--- src/rtl/core/issp_pkg.sv ---
package issp_pkg;

  // Stream length limit: the byte at this count acts as end of stream
  localparam int STREAM_BYTES = 32768;
  localparam logic [15:0] SC_LIMIT = 16'(STREAM_BYTES - 1);

  // Buffer address width and divider step count
  localparam int ADDR_W = 14;
  localparam int DIV_CNT_W = 4;
  localparam logic [DIV_CNT_W-1:0] DIV_STEPS = DIV_CNT_W'(ADDR_W);

  // Configuration register indexes
  localparam logic [1:0] CFG_COLUMNS    = 2'd0;
  localparam logic [1:0] CFG_MAX_FIELD  = 2'd1;
  localparam logic [1:0] CFG_ORDER_CODE = 2'd2;

  // Configuration reset values
  localparam logic [7:0]  COLUMNS_RST    = 8'd80;
  localparam logic [15:0] MAX_FIELD_RST  = 16'd32768;
  localparam logic [7:0]  ORDER_CODE_RST = 8'd17;

  // Parser phase
  typedef enum logic [3:0] {
    PH_ATTN    = 4'd0,
    PH_CUR_HI  = 4'd1,
    PH_CUR_LO  = 4'd2,
    PH_ORDER   = 4'd3,
    PH_FLD_HI  = 4'd4,
    PH_FLD_LO  = 4'd5,
    PH_DATA    = 4'd6,
    PH_SKIP    = 4'd7,
    PH_DISCARD = 4'd8
  } phase_t;

  // Result kinds
  typedef enum logic [2:0] {
    KIND_ATTN      = 3'd0,
    KIND_CURSOR    = 3'd1,
    KIND_FLD_START = 3'd2,
    KIND_FLD_BYTE  = 3'd3,
    KIND_FLD_END   = 3'd4
  } kind_t;

  // Controller states
  typedef enum logic [1:0] {
    ST_IDLE = 2'd0,
    ST_DIV  = 2'd1,
    ST_EMIT = 2'd2
  } ctl_state_t;

  // Controller to datapath
  typedef struct packed {
    logic accept;
    logic div_step;
    logic pop;
  } ctl_cmd_t;

  // Datapath to controller
  typedef struct packed {
    logic plan_div;
    logic div_done;
    logic pend_empty;
    logic pend_last;
    logic out_free;
  } dp_status_t;

  // Six-bit address code table
  localparam logic [7:0] CODE_TABLE [64] = '{
    8'h40, 8'hC1, 8'hC2, 8'hC3, 8'hC4, 8'hC5, 8'hC6, 8'hC7,
    8'hC8, 8'hC9, 8'h4A, 8'h4B, 8'h4C, 8'h4D, 8'h4E, 8'h4F,
    8'h50, 8'hD1, 8'hD2, 8'hD3, 8'hD4, 8'hD5, 8'hD6, 8'hD7,
    8'hD8, 8'hD9, 8'h5A, 8'h5B, 8'h5C, 8'h5D, 8'h5E, 8'h5F,
    8'h60, 8'h61, 8'hE2, 8'hE3, 8'hE4, 8'hE5, 8'hE6, 8'hE7,
    8'hE8, 8'hE9, 8'h6A, 8'h6B, 8'h6C, 8'h6D, 8'h6E, 8'h6F,
    8'hF0, 8'hF1, 8'hF2, 8'hF3, 8'hF4, 8'hF5, 8'hF6, 8'hF7,
    8'hF8, 8'hF9, 8'h7A, 8'h7B, 8'h7C, 8'h7D, 8'h7E, 8'h7F
  };

  // Reverse lookup of a code byte; unknown codes give 0 (entries are unique)
  function automatic logic [5:0] six_bit_value(input logic [7:0] code);
    logic [5:0] v;
    v = '0;
    for (int i = 0; i < 64; i++) begin
      if (CODE_TABLE[i] == code) begin
        v = v | 6'(i);
      end
    end
    return v;
  endfunction

endpackage

--- src/rtl/core/issp_ctl.sv ---
module issp_ctl (
  input  logic                  clk,
  input  logic                  rst_n,
  input  logic                  in_valid,
  output logic                  in_stall,
  input  issp_pkg::dp_status_t  status,
  output issp_pkg::ctl_cmd_t    cmd
);

  issp_pkg::ctl_state_t state_r, state_nxt;

  // State register
  always_ff @(posedge clk) begin
    if (!rst_n) begin
      state_r <= issp_pkg::ST_IDLE;
    end else begin
      state_r <= state_nxt;
    end
  end

  // Next state
  always_comb begin
    state_nxt = state_r;
    case (state_r)
      issp_pkg::ST_IDLE: begin
        if (in_valid) begin
          state_nxt = status.plan_div ? issp_pkg::ST_DIV : issp_pkg::ST_EMIT;
        end
      end
      issp_pkg::ST_DIV: begin
        if (status.div_done) begin
          state_nxt = issp_pkg::ST_EMIT;
        end
      end
      issp_pkg::ST_EMIT: begin
        if (status.pend_empty || (status.pend_last && status.out_free)) begin
          state_nxt = issp_pkg::ST_IDLE;
        end
      end
      default: state_nxt = issp_pkg::ST_IDLE;
    endcase
  end

  // Outputs
  always_comb begin
    in_stall     = 1'b1;
    cmd.accept   = 1'b0;
    cmd.div_step = 1'b0;
    cmd.pop      = 1'b0;
    case (state_r)
      issp_pkg::ST_IDLE: begin
        in_stall   = 1'b0;
        cmd.accept = in_valid;
      end
      issp_pkg::ST_DIV: begin
        cmd.div_step = !status.div_done;
      end
      issp_pkg::ST_EMIT: begin
        cmd.pop = !status.pend_empty && status.out_free;
      end
      default: begin
        in_stall = 1'b1;
      end
    endcase
  end

endmodule

--- src/rtl/core/issp_dp.sv ---
module issp_dp (
  input  logic                 clk,
  input  logic                 rst_n,
  // request in
  input  logic [7:0]           in_stream_byte,
  input  logic                 in_end_of_stream,
  // configuration
  input  logic                 cfg_valid,
  input  logic [1:0]           cfg_index,
  input  logic [15:0]          cfg_data,
  // results
  output logic                 out_valid,
  input  logic                 out_stall,
  output logic [2:0]           out_kind,
  output logic [7:0]           out_byte_value,
  output logic [13:0]          out_row,
  output logic [7:0]           out_column,
  output logic [15:0]          out_field_length,
  output logic                 out_last_of_run,
  // control
  input  issp_pkg::ctl_cmd_t   cmd,
  output issp_pkg::dp_status_t status
);

  // Configuration registers
  logic [7:0]  columns_r;
  logic [15:0] max_field_r;
  logic [7:0]  order_code_r;

  // Parser state
  issp_pkg::phase_t phase_r, phase_nxt;
  logic [7:0]  hi_addr_r, hi_addr_nxt;
  logic [15:0] field_cnt_r, field_cnt_nxt;
  logic [15:0] stream_cnt_r, stream_cnt_nxt;

  // Divider
  logic [issp_pkg::ADDR_W-1:0]    quo_r;
  logic [7:0]                     rem_r;
  logic [issp_pkg::DIV_CNT_W-1:0] div_cnt_r;

  // Pending results (two slots)
  logic [1:0]  pend_cnt_r;
  logic [2:0]  pk0_r, pk1_r;
  logic [7:0]  pb0_r;
  logic [15:0] pl0_r, pl1_r;
  logic        pd0_r;

  // Output register
  logic        out_valid_r;
  logic [2:0]  out_kind_r;
  logic [7:0]  out_byte_r;
  logic [13:0] out_row_r;
  logic [7:0]  out_col_r;
  logic [15:0] out_len_r;
  logic        out_last_r;

  // Item plan
  logic [1:0]  plan_cnt;
  logic [2:0]  p0_kind, p1_kind;
  logic [7:0]  p0_byte;
  logic [15:0] p0_len, p1_len;
  logic        p0_div;
  logic        plan_div;

  logic        eos;
  logic        is_order;
  logic [15:0] fc_inc;
  logic [7:0]  cols_eff;
  logic        six_coded;
  logic [issp_pkg::ADDR_W-1:0] addr;
  logic [8:0]  rem_sh;
  logic        rem_ge;
  logic        out_free;

  assign eos      = in_end_of_stream || (stream_cnt_r >= issp_pkg::SC_LIMIT);
  assign is_order = (in_stream_byte == order_code_r);
  assign fc_inc   = field_cnt_r + 16'd1;
  assign cols_eff = (columns_r == 8'd0) ? 8'd1 : columns_r;

  // Address decode: six-bit coded pair or 14-bit binary
  assign six_coded = (hi_addr_r[7:6] != 2'b00);
  assign addr = six_coded ?
      {2'b00, issp_pkg::six_bit_value(hi_addr_r), issp_pkg::six_bit_value(in_stream_byte)} :
      {hi_addr_r[5:0], in_stream_byte};

  // Configuration writes
  always_ff @(posedge clk) begin
    if (!rst_n) begin
      columns_r    <= issp_pkg::COLUMNS_RST;
      max_field_r  <= issp_pkg::MAX_FIELD_RST;
      order_code_r <= issp_pkg::ORDER_CODE_RST;
    end else if (cfg_valid) begin
      case (cfg_index)
        issp_pkg::CFG_COLUMNS:    columns_r    <= cfg_data[7:0];
        issp_pkg::CFG_MAX_FIELD:  max_field_r  <= cfg_data;
        issp_pkg::CFG_ORDER_CODE: order_code_r <= cfg_data[7:0];
        default: ;
      endcase
    end
  end

  // Per-byte parse: results planned and next parser state
  always_comb begin
    plan_cnt      = 2'd0;
    p0_kind       = issp_pkg::KIND_ATTN;
    p0_byte       = 8'd0;
    p0_len        = 16'd0;
    p0_div        = 1'b0;
    p1_kind       = issp_pkg::KIND_CURSOR;
    p1_len        = 16'd0;
    plan_div      = 1'b0;
    phase_nxt     = phase_r;
    hi_addr_nxt   = hi_addr_r;
    field_cnt_nxt = field_cnt_r;
    case (phase_r)
      issp_pkg::PH_ATTN: begin
        plan_cnt  = eos ? 2'd2 : 2'd1;
        p0_kind   = issp_pkg::KIND_ATTN;
        p0_byte   = in_stream_byte;
        p1_kind   = issp_pkg::KIND_CURSOR;
        phase_nxt = issp_pkg::PH_CUR_HI;
      end
      issp_pkg::PH_CUR_HI: begin
        hi_addr_nxt = in_stream_byte;
        if (eos) begin
          plan_cnt = 2'd1;
          p0_kind  = issp_pkg::KIND_CURSOR;
        end
        phase_nxt = issp_pkg::PH_CUR_LO;
      end
      issp_pkg::PH_CUR_LO: begin
        plan_cnt  = 2'd1;
        p0_kind   = issp_pkg::KIND_CURSOR;
        p0_div    = 1'b1;
        plan_div  = 1'b1;
        phase_nxt = issp_pkg::PH_ORDER;
      end
      issp_pkg::PH_ORDER: begin
        phase_nxt = is_order ? issp_pkg::PH_FLD_HI : issp_pkg::PH_SKIP;
      end
      issp_pkg::PH_FLD_HI: begin
        hi_addr_nxt = in_stream_byte;
        phase_nxt   = issp_pkg::PH_FLD_LO;
      end
      issp_pkg::PH_FLD_LO: begin
        // a field whose address ends the stream is dropped
        if (!eos) begin
          plan_cnt      = 2'd1;
          p0_kind       = issp_pkg::KIND_FLD_START;
          p0_div        = 1'b1;
          plan_div      = 1'b1;
          field_cnt_nxt = 16'd0;
          phase_nxt     = issp_pkg::PH_DATA;
        end
      end
      issp_pkg::PH_DATA: begin
        if (is_order) begin
          plan_cnt  = 2'd1;
          p0_kind   = issp_pkg::KIND_FLD_END;
          p0_len    = field_cnt_r;
          phase_nxt = issp_pkg::PH_FLD_HI;
        end else if (field_cnt_r < max_field_r) begin
          field_cnt_nxt = fc_inc;
          p0_kind       = issp_pkg::KIND_FLD_BYTE;
          p0_byte       = in_stream_byte;
          p1_kind       = issp_pkg::KIND_FLD_END;
          p1_len        = fc_inc;
          plan_cnt      = eos ? 2'd2 : 2'd1;
        end else if (eos) begin
          // overflow: byte dropped, field still closes
          plan_cnt = 2'd1;
          p0_kind  = issp_pkg::KIND_FLD_END;
          p0_len   = field_cnt_r;
        end
      end
      default: ;
    endcase

    // End of stream handling
    if (in_end_of_stream) begin
      phase_nxt     = issp_pkg::PH_ATTN;
      field_cnt_nxt = 16'd0;
    end else if (eos) begin
      phase_nxt = issp_pkg::PH_DISCARD;
    end
  end

  // Stream byte counter, saturating
  always_comb begin
    if (in_end_of_stream) begin
      stream_cnt_nxt = 16'd0;
    end else if (stream_cnt_r != 16'hFFFF) begin
      stream_cnt_nxt = stream_cnt_r + 16'd1;
    end else begin
      stream_cnt_nxt = stream_cnt_r;
    end
  end

  // Parser state registers
  always_ff @(posedge clk) begin
    if (!rst_n) begin
      phase_r      <= issp_pkg::PH_ATTN;
      hi_addr_r    <= 8'd0;
      field_cnt_r  <= 16'd0;
      stream_cnt_r <= 16'd0;
    end else if (cmd.accept) begin
      phase_r      <= phase_nxt;
      hi_addr_r    <= hi_addr_nxt;
      field_cnt_r  <= field_cnt_nxt;
      stream_cnt_r <= stream_cnt_nxt;
    end
  end

  // Restoring divider, one quotient bit per step
  assign rem_sh = {rem_r, quo_r[issp_pkg::ADDR_W-1]};
  assign rem_ge = (rem_sh >= {1'b0, cols_eff});

  always_ff @(posedge clk) begin
    if (!rst_n) begin
      div_cnt_r <= '0;
    end else if (cmd.accept && plan_div) begin
      div_cnt_r <= issp_pkg::DIV_STEPS;
    end else if (cmd.div_step) begin
      div_cnt_r <= div_cnt_r - 1'b1;
    end
  end

  always_ff @(posedge clk) begin
    if (cmd.accept && plan_div) begin
      quo_r <= addr;
      rem_r <= 8'd0;
    end else if (cmd.div_step) begin
      quo_r <= {quo_r[issp_pkg::ADDR_W-2:0], rem_ge};
      rem_r <= rem_ge ? 8'(rem_sh - {1'b0, cols_eff}) : rem_sh[7:0];
    end
  end

  // Pending result slots
  always_ff @(posedge clk) begin
    if (!rst_n) begin
      pend_cnt_r <= 2'd0;
    end else if (cmd.accept) begin
      pend_cnt_r <= plan_cnt;
    end else if (cmd.pop) begin
      pend_cnt_r <= pend_cnt_r - 2'd1;
    end
  end

  always_ff @(posedge clk) begin
    if (cmd.accept) begin
      pk0_r <= p0_kind;
      pb0_r <= p0_byte;
      pl0_r <= p0_len;
      pd0_r <= p0_div;
      pk1_r <= p1_kind;
      pl1_r <= p1_len;
    end else if (cmd.pop) begin
      pk0_r <= pk1_r;
      pb0_r <= 8'd0;
      pl0_r <= pl1_r;
      pd0_r <= 1'b0;
    end
  end

  // Output register
  assign out_free = !out_valid_r || !out_stall;

  always_ff @(posedge clk) begin
    if (!rst_n) begin
      out_valid_r <= 1'b0;
    end else if (cmd.pop) begin
      out_valid_r <= 1'b1;
    end else if (!out_stall) begin
      out_valid_r <= 1'b0;
    end
  end

  always_ff @(posedge clk) begin
    if (cmd.pop) begin
      out_kind_r <= pk0_r;
      out_byte_r <= pb0_r;
      out_row_r  <= pd0_r ? quo_r : 14'd0;
      out_col_r  <= pd0_r ? rem_r : 8'd0;
      out_len_r  <= pl0_r;
      out_last_r <= (pend_cnt_r == 2'd1);
    end
  end

  assign out_valid        = out_valid_r;
  assign out_kind         = out_kind_r;
  assign out_byte_value   = out_byte_r;
  assign out_row          = out_row_r;
  assign out_column       = out_col_r;
  assign out_field_length = out_len_r;
  assign out_last_of_run  = out_last_r;

  // Status to controller
  assign status.plan_div   = plan_div;
  assign status.div_done   = (div_cnt_r == '0);
  assign status.pend_empty = (pend_cnt_r == 2'd0);
  assign status.pend_last  = (pend_cnt_r == 2'd1);
  assign status.out_free   = out_free;

  // Checks
  a_pend_bound: assert property (@(posedge clk) disable iff (!rst_n)
    pend_cnt_r != 2'd3)
    else $error("pending result count out of range");

  a_accept_empty: assert property (@(posedge clk) disable iff (!rst_n)
    cmd.accept |-> (pend_cnt_r == 2'd0))
    else $error("request accepted with results still pending");

  a_pop_after_div: assert property (@(posedge clk) disable iff (!rst_n)
    cmd.pop |-> (div_cnt_r == '0))
    else $error("result taken while address split still running");

  a_div_load: assert property (@(posedge clk) disable iff (!rst_n)
    (cmd.accept && plan_div) |=> (div_cnt_r == issp_pkg::DIV_STEPS))
    else $error("address split not started");

endmodule

--- src/rtl/core/inbound_screen_stream_parser_unit.sv ---
// Inbound screen stream parser.
// Input channel (in_*): one stream byte per request, in_end_of_stream on the
// last byte. A request is taken when in_valid is high and in_stall is low.
// Result channel (out_*): attention, cursor, field start, field byte and
// field end results, out_last_of_run on the final result of each byte;
// a result is taken when out_valid is high and out_stall is low.
// Configuration channel (cfg_*): index 0 columns, 1 max field bytes,
// 2 set-address order code; always ready, write only while idle.
// Flow: one byte at a time. A byte that carries an address
// low byte runs a 14-step shift-subtract divider by the column count; its
// result is loaded once the divider is done, and the next byte is taken
// after that result has left the pending slots. Other bytes load their
// results without a divider wait. The divider sets the worst-case rate.
// While the receiver stalls, the last result holds in the output register and
// the next byte may still be taken; further results wait in two pending slots,
// and in_stall stays high until they have moved out.
// Reset (rst_n low, synchronous) clears the parser to expect an attention
// byte, drops pending results and restores register defaults.
module inbound_screen_stream_parser_unit (
  input  logic        clk,
  input  logic        rst_n,
  // input channel
  input  logic        in_valid,
  output logic        in_stall,
  input  logic [7:0]  in_stream_byte,
  input  logic        in_end_of_stream,
  // result channel
  output logic        out_valid,
  input  logic        out_stall,
  output logic [2:0]  out_kind,
  output logic [7:0]  out_byte_value,
  output logic [13:0] out_row,
  output logic [7:0]  out_column,
  output logic [15:0] out_field_length,
  output logic        out_last_of_run,
  // configuration channel
  input  logic        cfg_valid,
  output logic        cfg_ready,
  input  logic [1:0]  cfg_index,
  input  logic [15:0] cfg_data
);

  issp_pkg::ctl_cmd_t   cmd;
  issp_pkg::dp_status_t status;

  assign cfg_ready = 1'b1;

  // Sequencer
  issp_ctl u_ctl (
    .clk      (clk),
    .rst_n    (rst_n),
    .in_valid (in_valid),
    .in_stall (in_stall),
    .status   (status),
    .cmd      (cmd)
  );

  // Parser, divider and result registers
  issp_dp u_dp (
    .clk              (clk),
    .rst_n            (rst_n),
    .in_stream_byte   (in_stream_byte),
    .in_end_of_stream (in_end_of_stream),
    .cfg_valid        (cfg_valid),
    .cfg_index        (cfg_index),
    .cfg_data         (cfg_data),
    .out_valid        (out_valid),
    .out_stall        (out_stall),
    .out_kind         (out_kind),
    .out_byte_value   (out_byte_value),
    .out_row          (out_row),
    .out_column       (out_column),
    .out_field_length (out_field_length),
    .out_last_of_run  (out_last_of_run),
    .cmd              (cmd),
    .status           (status)
  );

endmodule

--- config.mk ---
export PLATFORM = sky130hd
export DESIGN_NAME = inbound_screen_stream_parser_unit
export DESIGN_NICKNAME = d
export VERILOG_FILES = /design/src/rtl/core/issp_pkg.sv /design/src/rtl/core/issp_ctl.sv /design/src/rtl/core/issp_dp.sv /design/src/rtl/core/inbound_screen_stream_parser_unit.sv
export SDC_FILE = /design/constraint.sdc
export NUM_CORES = 1
export LEC_CHECK = 0
export ABC_AREA = 1
export BUFFER_PORTS_ARGS = -buffer_cell sky130_fd_sc_hd__buf_2
export CORE_ASPECT_RATIO = 0.8
export CORE_MARGIN = 5
export CORE_UTILIZATION = 39
export CTS_BUF_LIST = sky130_fd_sc_hd__clkbuf_16
export DETAILED_ROUTE_END_ITERATION = 7
export GPL_TIMING_DRIVEN = 0
export PLACE_DENSITY = 0.56
export SLEW_MARGIN = 40
export SYNTH_ARGS = -nofsm -noshare
export SYNTH_HDL_FRONTEND = slang
export SYNTH_SLANG_ARGS = --single-unit
--- constraint.sdc ---
create_clock -name clk -period 5.6 [get_ports clk]
set_input_delay 0.84 -clock clk [delete_from_list [all_inputs] [get_ports clk]]
set_output_delay 0.84 -clock clk [all_outputs]
set_load 0.03 [all_outputs]
# == Word-level counts from Yosys, hierarchy flattened ==
# Cells that the tools add are included.
# totals
regBits,204
inputBits,32
output_inout_bits,53
word_cells,492
# classes
n_addsub,5
order_cmp,3
n_eq_ne,157
n_mux,274
n_reduce_logical,28
# ops
op,n
16-bit 2-to-1 mux,37
8-bit equality test (first input constant),72
7-bit by 8-bit equality test with 1-bit output (first input constant),54
6-bit 2-to-1 mux,64
8-bit 2-to-1 mux,25
5-bit 2-to-1 mux,32
4-bit 2-to-1 mux,30
3-bit 2-to-1 mux,27
2-bit 2-to-1 mux,29
14-bit 2-to-1 mux,4
16-bit by 1-bit adder with 16-bit output (second input constant),2
16-bit one-hot mux with 2 select lines,1
4-bit one-hot mux with 7 select lines,1
1-bit 2-to-1 mux,19
16-bit by 15-bit greater-or-equal comparator with 1-bit output (second input constant),1
16-bit less-than comparator,1
16-bit inequality test (second input constant),1
8-bit one-hot mux with 2 select lines,1
2-bit by 1-bit inequality test with 1-bit output (second input constant),7
4-bit by 3-bit equality test with 1-bit output (second input constant),3
3-bit one-hot mux with 4 select lines,1
10-bit by 1-bit inequality test with 1-bit output (second input constant),1
2-bit one-hot mux with 5 select lines,1
2-bit AND reduction,5
28 further kinds,48

# == Logic depth before layout (Yosys ltp) ==
# depth
word_depth,66
ltp_mapped,16
mapped_depth_nobuf,16

# == Modules after synthesis ==
# Synthesis repeated with hierarchy kept, for this count alone.
# unflattened
hier_cells,1403
hier_area_um2,11000.6
# by_module_without_submodules
module,n_inst,cells_each,area_per_inst_um2,seq_area_each_um2
issp_dp,1,1371,10824.1,5124.9
issp_ctl,1,30,165.2,40.0
inbound_screen_stream_parser_unit,1,2,11.3,0.0

# == Worst setup path after synthesis ==
# OpenSTA, ideal clock, no wires.
# synth_timing
path_kind,input -> register
from,input port in_valid
to,"register u_dp.pb0_r[0], enable pin"
setup_time_ns,0.386
t_arrival_ns,2.150
t_required_ns,5.214
slack_ns,3.064
stages,5
path_buffers,1
cell_sequence,inv_1 nor2_8 inv_2 clkbuf_1 nand2_1
# synth_rtl
item,line_no,source
start: declaration,inbound_screen_stream_parser_unit.sv:23,"input logic in_valid,"
end signal: assignment,issp_dp.sv:252,pb0_r <= p0_byte;
end: declaration,issp_dp.sv:44,logic [7:0] pb0_r;

# == Worst setup path in the final report ==
# layout_timing
from,register u_dp.stream_cnt_r[0]
to,register u_dp.quo_r[10] (netlist name) (data pin)
# layout_via
elab_chain_len,7
# layout_lines
item,line_no,source
start: declaration,issp_dp.sv:34,"logic [15:0] stream_cnt_r, stream_cnt_nxt;"
start signal: assignment,issp_dp.sv:210,stream_cnt_r <= stream_cnt_nxt;
16-bit by 15-bit greater-or-equal comparator with 1-bit output,issp_dp.sv:75,assign eos = in_end_of_stream || (stream_cnt_r >= issp_pkg::SC_LIMIT);
1-bit logical OR,issp_dp.sv:75,
1-bit 2-to-1 mux,issp_dp.sv:147,if (!eos) begin
1-bit 2-to-1 mux,issp_dp.sv:115,case (phase_r)
1-bit one-hot mux with 2 select lines,issp_dp.sv:115,
1-bit logical AND,issp_dp.sv:229,if (cmd.accept && plan_div) begin
14-bit 2-to-1 mux,issp_dp.sv:229,
end signal: assignment,issp_dp.sv:230,quo_r <= addr;
end signal: assignment,issp_dp.sv:233,"quo_r <= {quo_r[issp_pkg::ADDR_W-2:0], rem_ge};"
end: declaration,issp_dp.sv:37,logic [issp_pkg::ADDR_W-1:0] quo_r;
# Every way passes these cells. The select of a mux whose other input is x is not followed.
# A chain may end at the register's enable or synchronous reset.

==> impl_metrics.csv <==
group,metric,value,unit
setup_path,cp_max_fo,10,
power_and_ir_drop,leakagePower,5.30,nW
cts,cts.repair.resized,0,
sta,period_share,0.528,
floorplan,dieHeight,158,um
setup_path,path_delay_family,"simple AND/OR/NAND/NOR gates",
floorplan,ios,85,
drt,drt-pass1-iter-count,5,
global_route,antenna_found_initial,0,
floorplan,die-area,30600,sq um
global_route,grt_max_degree,41,
global_route,grt_pass1_wl,47800,um
cts,clock_sinks,203,
synth,synth_top_area_frac,0.311,
placed_design,numPortBuffers,79,
floorplan,core_area,27000,sq um
min_path,hold_class,"reg2reg",
layout,diodes,0,
global_route,grt_pass1_vias,8704,
sta,max-slew-margin-rel,0.496,
setup_path,startpoint,"u_dp.stream_cnt_r[0]$_SDFFE_PN0P_",
run,drv_cap,0,
sta,hold_viol,0,
layout,drive_above_1_share,0.104,
drt,drt_iter0_drc,728,
setup_path,max_stage_delay,0.42,ns
setup_path,path_class,"reg2reg",
synth,ys_seq_elements,203,
synth,ys_seq_area_frac,0.486,
power_and_ir_drop,pwr_density_cell,345,nW/um^2
cts,clk_latency,0.51,ns
drt,ant_nets,0,
setup_path,cp.required,5.80,ns
setup_path,critPathLaunchType,"flip-flop",
layout,areaGrowthSynthToFinish,15.0,%
global_route,track_usage,0.191,
drt,wl_per_cell,16.1,um
sta,worstMarginPinSlew,0.754,ns
drt,vias,9317,
synth,synth_area,10600,sq um
sta,drv_slew,0,
cts,post_cts_buffers,0,
setup_path,r2r-start,"u_dp.stream_cnt_r[0]$_SDFFE_PN0P_",
drt,wirelength,29700,um
placed_design,hpwlAfterDp,22700,um
run_status,status,"completed",
cts,clockBufferDepth,3,
setup_path,path_cells,"ha_1 -> nand3_1 -> nor2_1 -> nand2_1 -> nand4_1 -> nand2_1 -> nand2_1 -> clkbuf_1 -> o21ai_0",
synth,syn_area_per_cell,7.83,sq um
setup_path,critPathSlowestCell,"clkbuf_1",
synth,synth_warnings,0,
sta,final.min_clock_period,2.96,ns
setup_path,reg2reg_slack,2.64,ns
setup_path,reg2reg_depth,9,
setup_path,worst_r2r_endpoint,"u_dp.quo_r[10]$_DFFE_PP_",
drt,vias_per_cell,5.06,
layout,final_nets,1525,
setup_path,worst-path-stages,9,
floorplan,start_util,0.393,
synth,synth.most_common_cell,"nand2_1",
placed_design,pre_cts_slack,2.67,ns
cts,clock-root-buffer,"clkbuf_16",
sta,setup_ws,2.64,ns
drt,drc_errors,0,
synth,synth_cell_types,44,
cts,h-tree-depth,1,
sta,fin_worst_skew,0.0183,ns
sta,setup_viol,0,
global_route,grt-ovfl-total,0,
placed_design,routabilityCongestion,0.907,
synth,synth_flop_cell,"edfxtp_1",
cts,cts_tree,"yes",
cts,clkTransAtPathRegs,0.06,ns
placed_design,dpl-instance-area,11500,sq um
sta,rsz0062_at_grt,"no",
synth,ys_async_sr_fraction,0,
cts,cts_made_buffers,23,
synth,syn_nets,1420,
cts,holdBufCountCts,0,
synth,synth_area_leaders,"edfxtp_1, dfxtp_1, nand2_1",
layout,design_area,12200,sq um
setup_path,endpoint_kind,"flip-flop",
power_and_ir_drop,peakVddDrop,0.195,mV
floorplan,num_rows,54,
setup_path,crit_buf_inv,1,
synth,synth_cells,1357,
setup_path,arrival,3.16,ns
floorplan,die_w,194,um
synth,yosysTopAreaCell,"edfxtp_1",
setup_path,path_common_cell,"nand2_1",
synth,ys_top_cells_by_count,"nand2_1, inv_1, nor2_1, edfxtp_1, o21ai_0",
setup_path,cp-endpoint,"u_dp.quo_r[10]$_DFFE_PP_",
synth,synth_edf_count,110,
sta,fmax,338,MHz
sta,setup_tns,0,ns
metal layers:
layer  global-route usage  vias up  share of wire
met5                    0        -              0
met4               0.0405        0          0.018
met3               0.0309       40          0.066
met2                0.275      313           0.40
met1                0.302     4277           0.52
li1                     -     4687              -
area by class of cell:
type                            instances  area, sq um
Fill cell                            2794        14800
Sequential cell                       203         5160
Multi-Input combinational cell        931         4600
Inverter                              179          674
Clock buffer                           23          576
Tap cell                              364          455
Timing Repair Buffer                   80          415
Buffer                                 44          191
Clock inverter                         19          140
per-stage QoR:
step | hold slack, ns | cells | utilization | power [mW]
floorplan | 0.400 | 1357 | - | 2.54
global placement | 0.403 | 1800 | 0.424 | 2.81
detailed placement | 0.405 | 1801 | 0.425 | 2.82
CTS | 0.418 | 1843 | 0.452 | 4.26
global route | 0.425 | 1843 | 0.452 | 4.48
finish | 0.418 | 1843 | 0.452 | 4.22
worst min-delay path by stage:
stage / from / depth (start not counted) / end
6_report: u_dp.pl0_r[0]$_DFFE_PP_ / 0 / u_dp.out_field_length[0]$_DFFE_PP_
5_1_grt: u_dp.pl0_r[5]$_DFFE_PP_ / 0 / u_dp.out_field_length[5]$_DFFE_PP_
3_3_place_gp: u_dp.pl0_r[10]$_DFFE_PP_ / 0 / u_dp.out_field_length[10]$_DFFE_PP_
4_1_cts: u_dp.pl0_r[0]$_DFFE_PP_ / 0 / u_dp.out_field_length[0]$_DFFE_PP_
2_1_floorplan: u_dp.pb0_r[0]$_SDFFCE_PN0P_ / 0 / u_dp.out_byte_value[0]$_DFFE_PP_
3_5_place_dp: u_dp.pb0_r[0]$_SDFFCE_PN0P_ / 0 / u_dp.out_byte_value[0]$_DFFE_PP_
registers in the layout, summed over array words and instances (netlist names), 8 cells and up:
register / flops
u_dp.columns_r: 8
u_dp.field_cnt_r: 16
u_dp.hi_addr_r: 8
u_dp.max_field_r: 16
u_dp.order_code_r: 8
u_dp.out_byte_value: 8
u_dp.out_column: 8
u_dp.out_field_length: 16
u_dp.out_row: 14
u_dp.pb0_r: 8
u_dp.pl0_r: 16
u_dp.pl1_r: 16
u_dp.quo_r: 14
u_dp.rem_r: 8
u_dp.stream_cnt_r: 16
layout by cell type, fill, tap and decap left out, drive strengths merged:
cell and count:
a21oi 96, edfxtp 110, nor2 144, a221oi 1, conb 1, ha 30
a41o 2, buf 94, o211ai 14, clkinvlp 2, fa 1, nand3 81
nor3b 1, xor2 25, nor3 39, o22ai 4, or2 1, o21a 3
o2111ai 2, xnor2 7, o31ai 4, a211oi 3, a31oi 1, clkinv 15
o21bai 1, o21ai 99, nand2 351, nand4 17, dfxtp 93, nor4 2
nand3b 1, inv 180, bufinv 1, clkbuf 53
cells by family after synthesis:
group,share of synthesized area
adders and majority gates,0.0372
buffers and inverters,0.0813
DFF,0.486
and+or+nand+nor,0.250
other,0.000353
xor gates and xnor gates,0.0264
AOI/OAI and AO/OA,0.118
where the power goes:
part / switching [mW] / internal (mW) / total (mW) / leakage (nW)
sequential: 0.108 / 1.75 / 1.86 / 1.81
combinational: 0.641 / 0.292 / 0.933 / 3.14
clock: 0.618 / 0.804 / 1.42 / 0.356
Note: power is estimated with default switching activity, not from simulation.
